File: src/rtl/twram_pkg.sv
// ----------------------------------------------------------------------------
// twram_pkg
// Types and constants for the two-wire register access master.
// ----------------------------------------------------------------------------
`timescale 1ns / 1ps

package twram_pkg;

  localparam logic [1:0] OP_WRITE    = 2'd0;
  localparam logic [1:0] OP_READ     = 2'd1;
  localparam logic [1:0] OP_RESET    = 2'd2;
  localparam logic [1:0] OP_RESERVED = 2'd3;

  localparam logic [7:0] ADDR_WR_SET  = 8'h80;
  localparam logic [7:0] ADDR_WR_MASK = 8'hBF;
  localparam logic [7:0] ADDR_RD_SET  = 8'hC0;
  localparam logic [7:0] RST_ADDR     = 8'h8D;
  localparam logic [7:0] RST_DATA     = 8'h00;
  localparam logic [5:0] RESET_PULSES = 6'd32;
  localparam logic [5:0] BYTE_BITS    = 6'd8;

  typedef enum logic [2:0] {
    PH_IDLE,
    PH_PULSE_HI,
    PH_PULSE_LO,
    PH_WR_HI,
    PH_WR_LO,
    PH_RD_HI,
    PH_RD_LO
  } phase_t;

  typedef struct packed {
    logic       command_valid;
    logic [1:0] opcode;
    logic [5:0] reg_address;
    logic [7:0] write_data;
    logic       data_pin_in;
  } in_item_t;

  typedef struct packed {
    logic       clock_pin;
    logic       data_pin_out;
    logic       data_drive_enable;
    logic       busy_res;
    logic       read_done;
    logic [7:0] read_byte;
  } out_item_t;

endpackage

File: src/rtl/twram_seq.sv
// ----------------------------------------------------------------------------
// twram_seq
// Pin sequencer: advances one tick per accepted item and forms the pin levels.
// ----------------------------------------------------------------------------
`timescale 1ns / 1ps

module twram_seq
  import twram_pkg::*;
(
  input  logic        clk,
  input  logic        rst_n,
  input  logic        step,
  input  logic [15:0] half_period,
  input  in_item_t    item,
  output out_item_t   res
);

  phase_t      phase_r, phase_nxt;
  logic [15:0] half_cnt_r, half_cnt_nxt;
  logic [5:0]  bit_cnt_r, bit_cnt_nxt;
  logic        byte_idx_r, byte_idx_nxt;
  logic [7:0]  shift_out_r, shift_out_nxt;
  logic [7:0]  shift_in_r, shift_in_nxt;
  logic [1:0]  pend_op_r, pend_op_nxt;
  logic [7:0]  held_r, held_nxt;
  logic        clk_pin_r, clk_pin_nxt;
  logic        dat_pin_r, dat_pin_nxt;
  logic        en_pin_r, en_pin_nxt;
  logic        done;
  logic [16:0] limit;
  logic [7:0]  shifted;

  always_ff @(posedge clk) begin
    if (!rst_n) begin
      phase_r     <= PH_IDLE;
      half_cnt_r  <= '0;
      bit_cnt_r   <= '0;
      byte_idx_r  <= 1'b0;
      shift_out_r <= '0;
      shift_in_r  <= '0;
      pend_op_r   <= OP_WRITE;
      held_r      <= '0;
      clk_pin_r   <= 1'b0;
      dat_pin_r   <= 1'b1;
      en_pin_r    <= 1'b1;
    end else if (step) begin
      phase_r     <= phase_nxt;
      half_cnt_r  <= half_cnt_nxt;
      bit_cnt_r   <= bit_cnt_nxt;
      byte_idx_r  <= byte_idx_nxt;
      shift_out_r <= shift_out_nxt;
      shift_in_r  <= shift_in_nxt;
      pend_op_r   <= pend_op_nxt;
      held_r      <= held_nxt;
      clk_pin_r   <= clk_pin_nxt;
      dat_pin_r   <= dat_pin_nxt;
      en_pin_r    <= en_pin_nxt;
    end
  end

  // a zero setting behaves as a setting of one
  assign limit   = (half_period == 16'd0) ? 17'd1 : {1'b0, half_period};
  assign shifted = {shift_out_r[6:0], 1'b0};

  always_comb begin
    phase_nxt     = phase_r;
    half_cnt_nxt  = half_cnt_r;
    bit_cnt_nxt   = bit_cnt_r;
    byte_idx_nxt  = byte_idx_r;
    shift_out_nxt = shift_out_r;
    shift_in_nxt  = shift_in_r;
    pend_op_nxt   = pend_op_r;
    held_nxt      = held_r;
    clk_pin_nxt   = clk_pin_r;
    dat_pin_nxt   = dat_pin_r;
    en_pin_nxt    = en_pin_r;
    done          = 1'b0;

    if (phase_r == PH_IDLE) begin
      if (item.command_valid && item.opcode != OP_RESERVED) begin
        pend_op_nxt  = item.opcode;
        byte_idx_nxt = 1'b0;
        half_cnt_nxt = '0;
        clk_pin_nxt  = 1'b1;
        en_pin_nxt   = 1'b1;
        if (item.opcode == OP_WRITE || item.opcode == OP_READ) begin
          held_nxt      = (item.opcode == OP_WRITE) ? item.write_data : RST_DATA;
          shift_out_nxt = (item.opcode == OP_WRITE)
                        ? ((ADDR_WR_SET | {2'b00, item.reg_address}) & ADDR_WR_MASK)
                        : (ADDR_RD_SET | {2'b00, item.reg_address});
          bit_cnt_nxt   = BYTE_BITS;
          phase_nxt     = PH_WR_HI;
          dat_pin_nxt   = shift_out_nxt[7];
        end else begin
          held_nxt    = RST_DATA;
          bit_cnt_nxt = RESET_PULSES;
          phase_nxt   = PH_PULSE_HI;
          dat_pin_nxt = 1'b0;
        end
      end
    end else if ({1'b0, half_cnt_r} + 17'd1 >= limit) begin
      half_cnt_nxt = '0;
      case (phase_r)
        PH_PULSE_HI: begin
          phase_nxt = PH_PULSE_LO;
          {clk_pin_nxt, dat_pin_nxt, en_pin_nxt} = 3'b001;
        end
        PH_PULSE_LO: begin
          if (bit_cnt_r <= 6'd1) begin
            // pulses done, write zero to the reset register
            byte_idx_nxt  = 1'b0;
            shift_out_nxt = RST_ADDR;
            bit_cnt_nxt   = BYTE_BITS;
            phase_nxt     = PH_WR_HI;
            {clk_pin_nxt, dat_pin_nxt, en_pin_nxt} = {1'b1, RST_ADDR[7], 1'b1};
          end else begin
            bit_cnt_nxt = bit_cnt_r - 6'd1;
            phase_nxt   = PH_PULSE_HI;
            {clk_pin_nxt, dat_pin_nxt, en_pin_nxt} = 3'b101;
          end
        end
        PH_WR_HI: begin
          phase_nxt = PH_WR_LO;
          {clk_pin_nxt, en_pin_nxt} = 2'b01;
        end
        PH_WR_LO: begin
          shift_out_nxt = shifted;
          if (bit_cnt_r > 6'd1) begin
            bit_cnt_nxt = bit_cnt_r - 6'd1;
            phase_nxt   = PH_WR_HI;
            {clk_pin_nxt, dat_pin_nxt, en_pin_nxt} = {1'b1, shifted[7], 1'b1};
          end else if (!byte_idx_r && pend_op_r == OP_READ) begin
            bit_cnt_nxt = BYTE_BITS;
            phase_nxt   = PH_RD_HI;
            {clk_pin_nxt, dat_pin_nxt, en_pin_nxt} = 3'b100;
          end else if (!byte_idx_r) begin
            byte_idx_nxt  = 1'b1;
            shift_out_nxt = held_r;
            bit_cnt_nxt   = BYTE_BITS;
            phase_nxt     = PH_WR_HI;
            {clk_pin_nxt, dat_pin_nxt, en_pin_nxt} = {1'b1, held_r[7], 1'b1};
          end else begin
            bit_cnt_nxt = '0;
            phase_nxt   = PH_IDLE;
            {clk_pin_nxt, dat_pin_nxt, en_pin_nxt} = 3'b101;
          end
        end
        PH_RD_HI: begin
          phase_nxt = PH_RD_LO;
          {clk_pin_nxt, dat_pin_nxt, en_pin_nxt} = 3'b000;
        end
        PH_RD_LO: begin
          // sample on the last tick of the low half
          shift_in_nxt = {shift_in_r[6:0], item.data_pin_in};
          if (bit_cnt_r > 6'd1) begin
            bit_cnt_nxt = bit_cnt_r - 6'd1;
            phase_nxt   = PH_RD_HI;
            {clk_pin_nxt, dat_pin_nxt, en_pin_nxt} = 3'b100;
          end else begin
            bit_cnt_nxt = '0;
            phase_nxt   = PH_IDLE;
            done        = 1'b1;
            {clk_pin_nxt, dat_pin_nxt, en_pin_nxt} = 3'b101;
          end
        end
        default: begin
          phase_nxt = PH_IDLE;
          {clk_pin_nxt, dat_pin_nxt, en_pin_nxt} = 3'b101;
        end
      endcase
    end else begin
      half_cnt_nxt = half_cnt_r + 16'd1;
    end
  end

  assign res.clock_pin         = clk_pin_nxt;
  assign res.data_pin_out      = en_pin_nxt & dat_pin_nxt;
  assign res.data_drive_enable = en_pin_nxt;
  assign res.busy_res          = (phase_nxt != PH_IDLE);
  assign res.read_done         = done;
  assign res.read_byte         = shift_in_nxt;

endmodule

File: src/rtl/two_wire_register_access_master.sv
// the result item for an input item is presented in the cycle after it is accepted
// throughput: one item per cycle while in_stall is low, one sequencer step per accepted item
// in_stall rises only while a finished result is held against out_stall
// synchronous active-low reset: idle, pins clock 0 data 1 driven, half period 1
// ----------------------------------------------------------------------------
// two_wire_register_access_master
// Pin-level master for a two-wire register port, stepped once per input item.
// ----------------------------------------------------------------------------
`timescale 1ns / 1ps

module two_wire_register_access_master
  import twram_pkg::*;
(
  input  logic        clk,
  input  logic        rst_n,
  input  logic        in_valid,
  output logic        in_stall,
  input  in_item_t    in_data,
  output logic        out_valid,
  input  logic        out_stall,
  output out_item_t   out_data,
  input  logic        cfg_valid,
  output logic        cfg_ready,
  input  logic [15:0] cfg_data
);

  logic        out_valid_r;
  out_item_t   out_data_r;
  logic [15:0] half_period_r;
  logic        in_acc;
  out_item_t   step_res;

  assign in_stall  = out_valid_r & out_stall;
  assign in_acc    = in_valid & ~in_stall;
  assign cfg_ready = 1'b1;

  twram_seq u_seq (
    .clk         (clk),
    .rst_n       (rst_n),
    .step        (in_acc),
    .half_period (half_period_r),
    .item        (in_data),
    .res         (step_res)
  );

  always_ff @(posedge clk) begin
    if (!rst_n) begin
      half_period_r <= 16'd1;
    end else if (cfg_valid && cfg_ready) begin
      half_period_r <= cfg_data;
    end
  end

  always_ff @(posedge clk) begin
    if (!rst_n) begin
      out_valid_r <= 1'b0;
    end else if (in_acc) begin
      out_valid_r <= 1'b1;
    end else if (!out_stall) begin
      out_valid_r <= 1'b0;
    end
  end

  always_ff @(posedge clk) begin
    if (in_acc) begin
      out_data_r <= step_res;
    end
  end

  assign out_valid = out_valid_r;
  assign out_data  = out_data_r;

endmodule

File: config.mk
export PLATFORM = sky130hd
export DESIGN_NAME = two_wire_register_access_master
export DESIGN_NICKNAME = d
export VERILOG_FILES = /design/src/rtl/twram_pkg.sv /design/src/rtl/twram_seq.sv /design/src/rtl/two_wire_register_access_master.sv
export SDC_FILE = /design/constraint.sdc
export NUM_CORES = 1
export LEC_CHECK = 0
export ABC_AREA = 0
export BUFFER_PORTS_ARGS = -buffer_cell sky130_fd_sc_hd__buf_2
export CORE_ASPECT_RATIO = 0.6
export CORE_UTILIZATION = 45
export DETAILED_ROUTE_END_ITERATION = 8
export GPL_TIMING_DRIVEN = 0
export PLACE_DENSITY = 0.69
export RECOVER_POWER = 25
export SLEW_MARGIN = 20
export SYNTH_ARGS = -nofsm -noshare
export SYNTH_HDL_FRONTEND = slang
export SYNTH_HIERARCHICAL = 1
export SYNTH_SLANG_ARGS = --single-unit
File: constraint.sdc
create_clock -name clk -period 3.2 [get_ports clk]
set_input_delay 0.64 -clock clk [delete_from_list [all_inputs] [get_ports clk]]
set_output_delay 0.64 -clock clk [all_outputs]
set_load 0.05 [all_outputs]
==> metrics.log <==
[metrics] setup violation total in the final timing report: 26
[metrics] cell count of the worst hold path: 2
[metrics] Max stage delay on crit path: 0.37 ns
[metrics] floorplan die width: 133 um
[metrics] type of the worst min-delay path: flip-flop to flip-flop
[metrics] fmax: 0.304 GHz
[metrics] Via density: 5.77
[metrics] post-synth net total: 595
[metrics] antenna violations before repair: 0
[metrics] part of the power in registers: 40.7%
[metrics] area growth from synthesis to final layout: 32.6%
[metrics] cells along the critical path: ha_4 > nand3_4 > inv_2 > nand3_1 > and2_1 > or2_2 > ha_4 > a21oi_1 > o21ai_1 > a311oi_2 > buf_4 > and2_4 > nand2_4 > nand3_4 > buf_6 > mux2_4
[metrics] result of the run: finished, violations left
[metrics] remaining design rule violation count: 0
[metrics] net total in the final layout: 693
[metrics] final design area excluding fillers: 0.00615 mm^2
[metrics] worst path required time: 3.30 ns
[metrics] # hold bufs at CTS: 0
[metrics] GP Congestion: 0.933
[metrics] final critical-path required period: 3.29 ns
[metrics] critical path fanouts, max: 4
[metrics] number of flops mapped to enable cells by yosys: 13
[metrics] layout cells sized above 1: 30.8%
[metrics] core area: 0.00995 mm^2
[metrics] Syn Inst Count: 537
[metrics] DR WL met3: 1160 um
[metrics] Hold Startpoint: u_seq/pend_op_r[1]$_SDFFE_PN0P_
[metrics] top_reg_cell synth: sky130_fd_sc_hd__dfxtp_1
[metrics] total wire length: 13900 um
[metrics] Clock Pin Slew Worst Setup and Hold Paths: 0.06 ns
[metrics] total global-route track usage: 25.6%
[metrics] largest net degree at the start of global routing: 17
[metrics] VDD IR max: 0.286 mV
[metrics] Sw Share: 27.7%
[metrics] Register-to-Register Setup Slack: -0.09 ns
[metrics] Clock Sink Count: 84
[metrics] count of placed standard cells in the final layout, fillers left out: 775
[metrics] buffer cell driving the clock tree root: sky130_fd_sc_hd__clkbuf_16
[metrics] GR Overflow Total: 0
[metrics] setup clock skew after layout: 0.00705 ns
[metrics] post-synth design cell area: 0.00464 mm^2
[metrics] combinational fraction of design power: 17.6%
[metrics] via count of the first global-routing pass: 4113
[metrics] share of Yosys cell area claimed by the top area cell type: 30.6%
[metrics] TritonCTS clock tree: yes
[metrics] number of buffers inserted during clock tree synthesis: 9
[metrics] number of design-rule violations left by the first detailed-router iteration: 375
[metrics] failing checks: negative setup slack
[metrics] die boundary height: 80.7 um
[metrics] final critical-path setup slack: -0.0935 ns
[metrics] R2R depth: 16
[metrics] total net switching power: 0.000774 W
[metrics] Met1 Wirelength: 6430 um
[metrics] H-tree levels: 3
[metrics] unrepaired setup endpoints after global routing: true
[metrics] data arrival time of the critical path: 3.39 ns
[metrics] Area contributors post-synth: sky130_fd_sc_hd__dfxtp_1 (31%), sky130_fd_sc_hd__edfxtp_1 (8.4%), sky130_fd_sc_hd__mux2i_1 (6.7%)
[metrics] half-perimeter wire length after placement: 9350 um
[metrics] TNS Setup: -1.32 ns
[metrics] Post-synth ARST share: 0%
[metrics] Critical Path End Type: flip-flop
[metrics] total instance count after detailed placement: 725
[metrics] length of the first detailed-routing pass in iterations: 6
[metrics] Antenna diodes: 0
[metrics] P per Cell Area: 454 mW/mm^2
[metrics] average footprint of a synthesized cell: 8.64 um^2
[metrics] Port-buffer cells: 52
[metrics] Final Max Tran Viols: 0
[metrics] share of total power in the clock network: 41.7%
[metrics] Yosys warnings: 6
[metrics] total number of vias: 4472
[metrics] # Max-Cap Violations: 0
[metrics] reg-to-reg critical path startpoint: u_seq/half_cnt_r[0]$_SDFFE_PN0P_
[metrics] number of flip-flops and latches in the synthesized netlist: 84
[metrics] dpl cell area: 0.00512 mm^2
[metrics] global-route wire length before repair: 21200 um
[metrics] Clock Tree Buf Depth: 2
[metrics] crit start category: flip-flop
[metrics] residual antenna-violating net count after detailed routing: 0
[metrics] Hold Path End: u_seq/pend_op_r[1]$_SDFFE_PN0P_
[metrics] leakage component of the power: 2.49 nW
[metrics] top routing layer in use: met4
[metrics] number of hold-slack violations in the final timing report: 0
[metrics] classification of the worst setup path: flip-flop to flip-flop
[metrics] full die area: 0.0107 mm^2
[metrics] most common library cell in the layout ignoring fill and taps: sky130_fd_sc_hd__dfxtp_1
[metrics] number of cell rows: 28
[metrics] critical-path cell with the highest stage delay: sky130_fd_sc_hd__dfxtp_4
[metrics] top cell type by total area after synthesis: sky130_fd_sc_hd__dfxtp_1
[metrics] final cell utilization of the core: 61.8%
[metrics] share of the cycle needed by the critical path after routing: 103%
[metrics] headroom to the max-slew limit: 31.8%
[metrics] average detailed-routed wire length per instance: 17.9 um
[metrics] top-level port count: 55
[metrics] cell-internal power: 0.00202 W
[metrics] number of unique standard cell types used by synthesis: 61
[metrics] insertion delay of the later-clocked pin in the worst-skew pair: 0.34 ns
[metrics] met2 wire length: 6160 um
[metrics] most frequent cells in the layout: sky130_fd_sc_hd__dfxtp_1 (64), sky130_fd_sc_hd__nand2_1 (56), sky130_fd_sc_hd__buf_2 (54)
[metrics] final-layout worst hold slack: 0.457 ns
[metrics] initial core utilization: 46.6%
[metrics] Crit Reg-Reg Endpoint: out_data[7]$_DFFE_PP_
[metrics] proportion of synthesized chip area in sequential cells: 39.0%
[metrics] pin slew with the least headroom to its limit: 1.01 ns
[per-layer routing]
layer | GRT usage (%) | vias to the layer above
met5 | 0 | -
met4 | 6.14 | 0
li1 | - | 2118
met3 | 7.32 | 17
met2 | 39.9 | 177
met1 | 34.9 | 2160
[power by group through the flow]
stage          Combinational [W]  Sequential [W]  Clock [W]
5_1_grt                 0.000522         0.00114    0.00123
6_report                0.000491         0.00114    0.00117
2_1_floorplan           0.000247         0.00119          0
4_1_cts                 0.000442         0.00114    0.00118
3_5_place_dp            0.000409         0.00116          0
3_3_place_gp            0.000398         0.00116          0
[worst max-delay path, delay by kind of cell (launching register included)]
kind	cells	cell delay [ns]
fa+ha+maj	2	0.41
compound gates	3	0.50
buf+inv	3	0.40
mux	1	0.30
simple gates	7	1.06
flops	1	0.37
[flip-flops by register name (all words and copies together), names as in the netlist]
| register | cells |
|---|---|
| u_seq/phase_r | 3 |
| u_seq/bit_cnt_r | 6 |
| u_seq/pend_op_r | 2 |
| out_data | 13 |
| u_seq/dat_pin_r | 1 |
| u_seq/held_r | 8 |
| out_valid | 1 |
| half_period_r | 16 |
| u_seq/en_pin_r | 1 |
| u_seq/clk_pin_r | 1 |
| u_seq/byte_idx_r | 1 |
| u_seq/half_cnt_r | 16 |
| u_seq/shift_in_r | 8 |
| u_seq/shift_out_r | 7 |
[worst max path at each step]
stage | from | to | slack [ns] | depth (start not counted)
2_1_floorplan | u_seq/half_cnt_r[0]$_SDFFE_PN0P_ | u_seq/shift_out_r[5]$_SDFFE_PN0P_ | 0.01 | 15
3_3_place_gp | u_seq/half_cnt_r[0]$_SDFFE_PN0P_ | u_seq/shift_out_r[5]$_SDFFE_PN0P_ | -0.66 | 15
3_5_place_dp | u_seq/half_cnt_r[0]$_SDFFE_PN0P_ | u_seq/shift_out_r[0]$_SDFFE_PN0P_ | -0.83 | 14
4_1_cts | u_seq/half_cnt_r[1]$_SDFFE_PN0P_ | u_seq/bit_cnt_r[2]$_SDFFE_PN0P_ | -0.008 | 15
5_1_grt | u_seq/half_cnt_r[0]$_SDFFE_PN0P_ | u_seq/half_cnt_r[10]$_SDFFE_PN0P_ | -0.21 | 17
6_report | u_seq/half_cnt_r[0]$_SDFFE_PN0P_ | out_data[7]$_DFFE_PP_ | -0.09 | 16
[metrics by stage]
step | setup slack (ns) | total power (W)
after global routing | -0.214 | 0.00289
after CTS | -0.00813 | 0.00276
after global placement | -0.657 | 0.00156
final | -0.0935 | 0.00279
after detailed placement | -0.834 | 0.00157
after floorplan | 0.0119 | 0.00144
[repair_timing]
action / in CTS / in global routing
endpoints found under the setup margin: 57 / 54
gates cloned: 0 / 2
setup buffers: 23 / 11
gates resized for setup: 52 / 62
pin swaps: 11 / 27
[layout make-up]
class                           instances  area, um^2
Clock inverter                          5        82.6
Multi-Input combinational cell        400        2980
Fill cell                             833        3800
Buffer                                 27         153
Clock buffer                           11         254
Tap cell                              135         169
Inverter                               25        93.8
Sequential cell                        84        1830
Timing Repair Buffer                   88         592
[cells by family (layout without fill, tap and decap cells)]
logic type                 after synthesis  count (layout)  synth area share, %
adders and majority gates               19              19                 5.12
AOI/OAI and AO/OA                      111             111                 15.8
buffers and inverters                   53             156                 5.31
other                                    1               1               0.0808
and+or+nand+nor                        217             217                 23.4
muxes                                   41              41                 9.11
DFF                                     84              84                 39.0
xor gates and xnor gates                11              11                 2.08
[cell usage after synthesis (7+ instances only)]
master                      n
sky130_fd_sc_hd__dfxtp_1   71
sky130_fd_sc_hd__nand2_1   60
sky130_fd_sc_hd__nor2_1    42
sky130_fd_sc_hd__a21oi_1   35
sky130_fd_sc_hd__nand3_1   35
sky130_fd_sc_hd__mux2i_1   31
sky130_fd_sc_hd__nor2b_1   27
sky130_fd_sc_hd__inv_1     23
sky130_fd_sc_hd__o21ai_0   23
sky130_fd_sc_hd__ha_1      19
sky130_fd_sc_hd__clkbuf_1  13
sky130_fd_sc_hd__edfxtp_1  13
sky130_fd_sc_hd__mux2_2    10
sky130_fd_sc_hd__nor3_1    10
sky130_fd_sc_hd__a22oi_1    8
sky130_fd_sc_hd__nand4_1    8
sky130_fd_sc_hd__xnor2_1    8
sky130_fd_sc_hd__and3_1     7
sky130_fd_sc_hd__buf_2      7
sky130_fd_sc_hd__nand2b_1   7
Power figures use the tool's default switching activity.
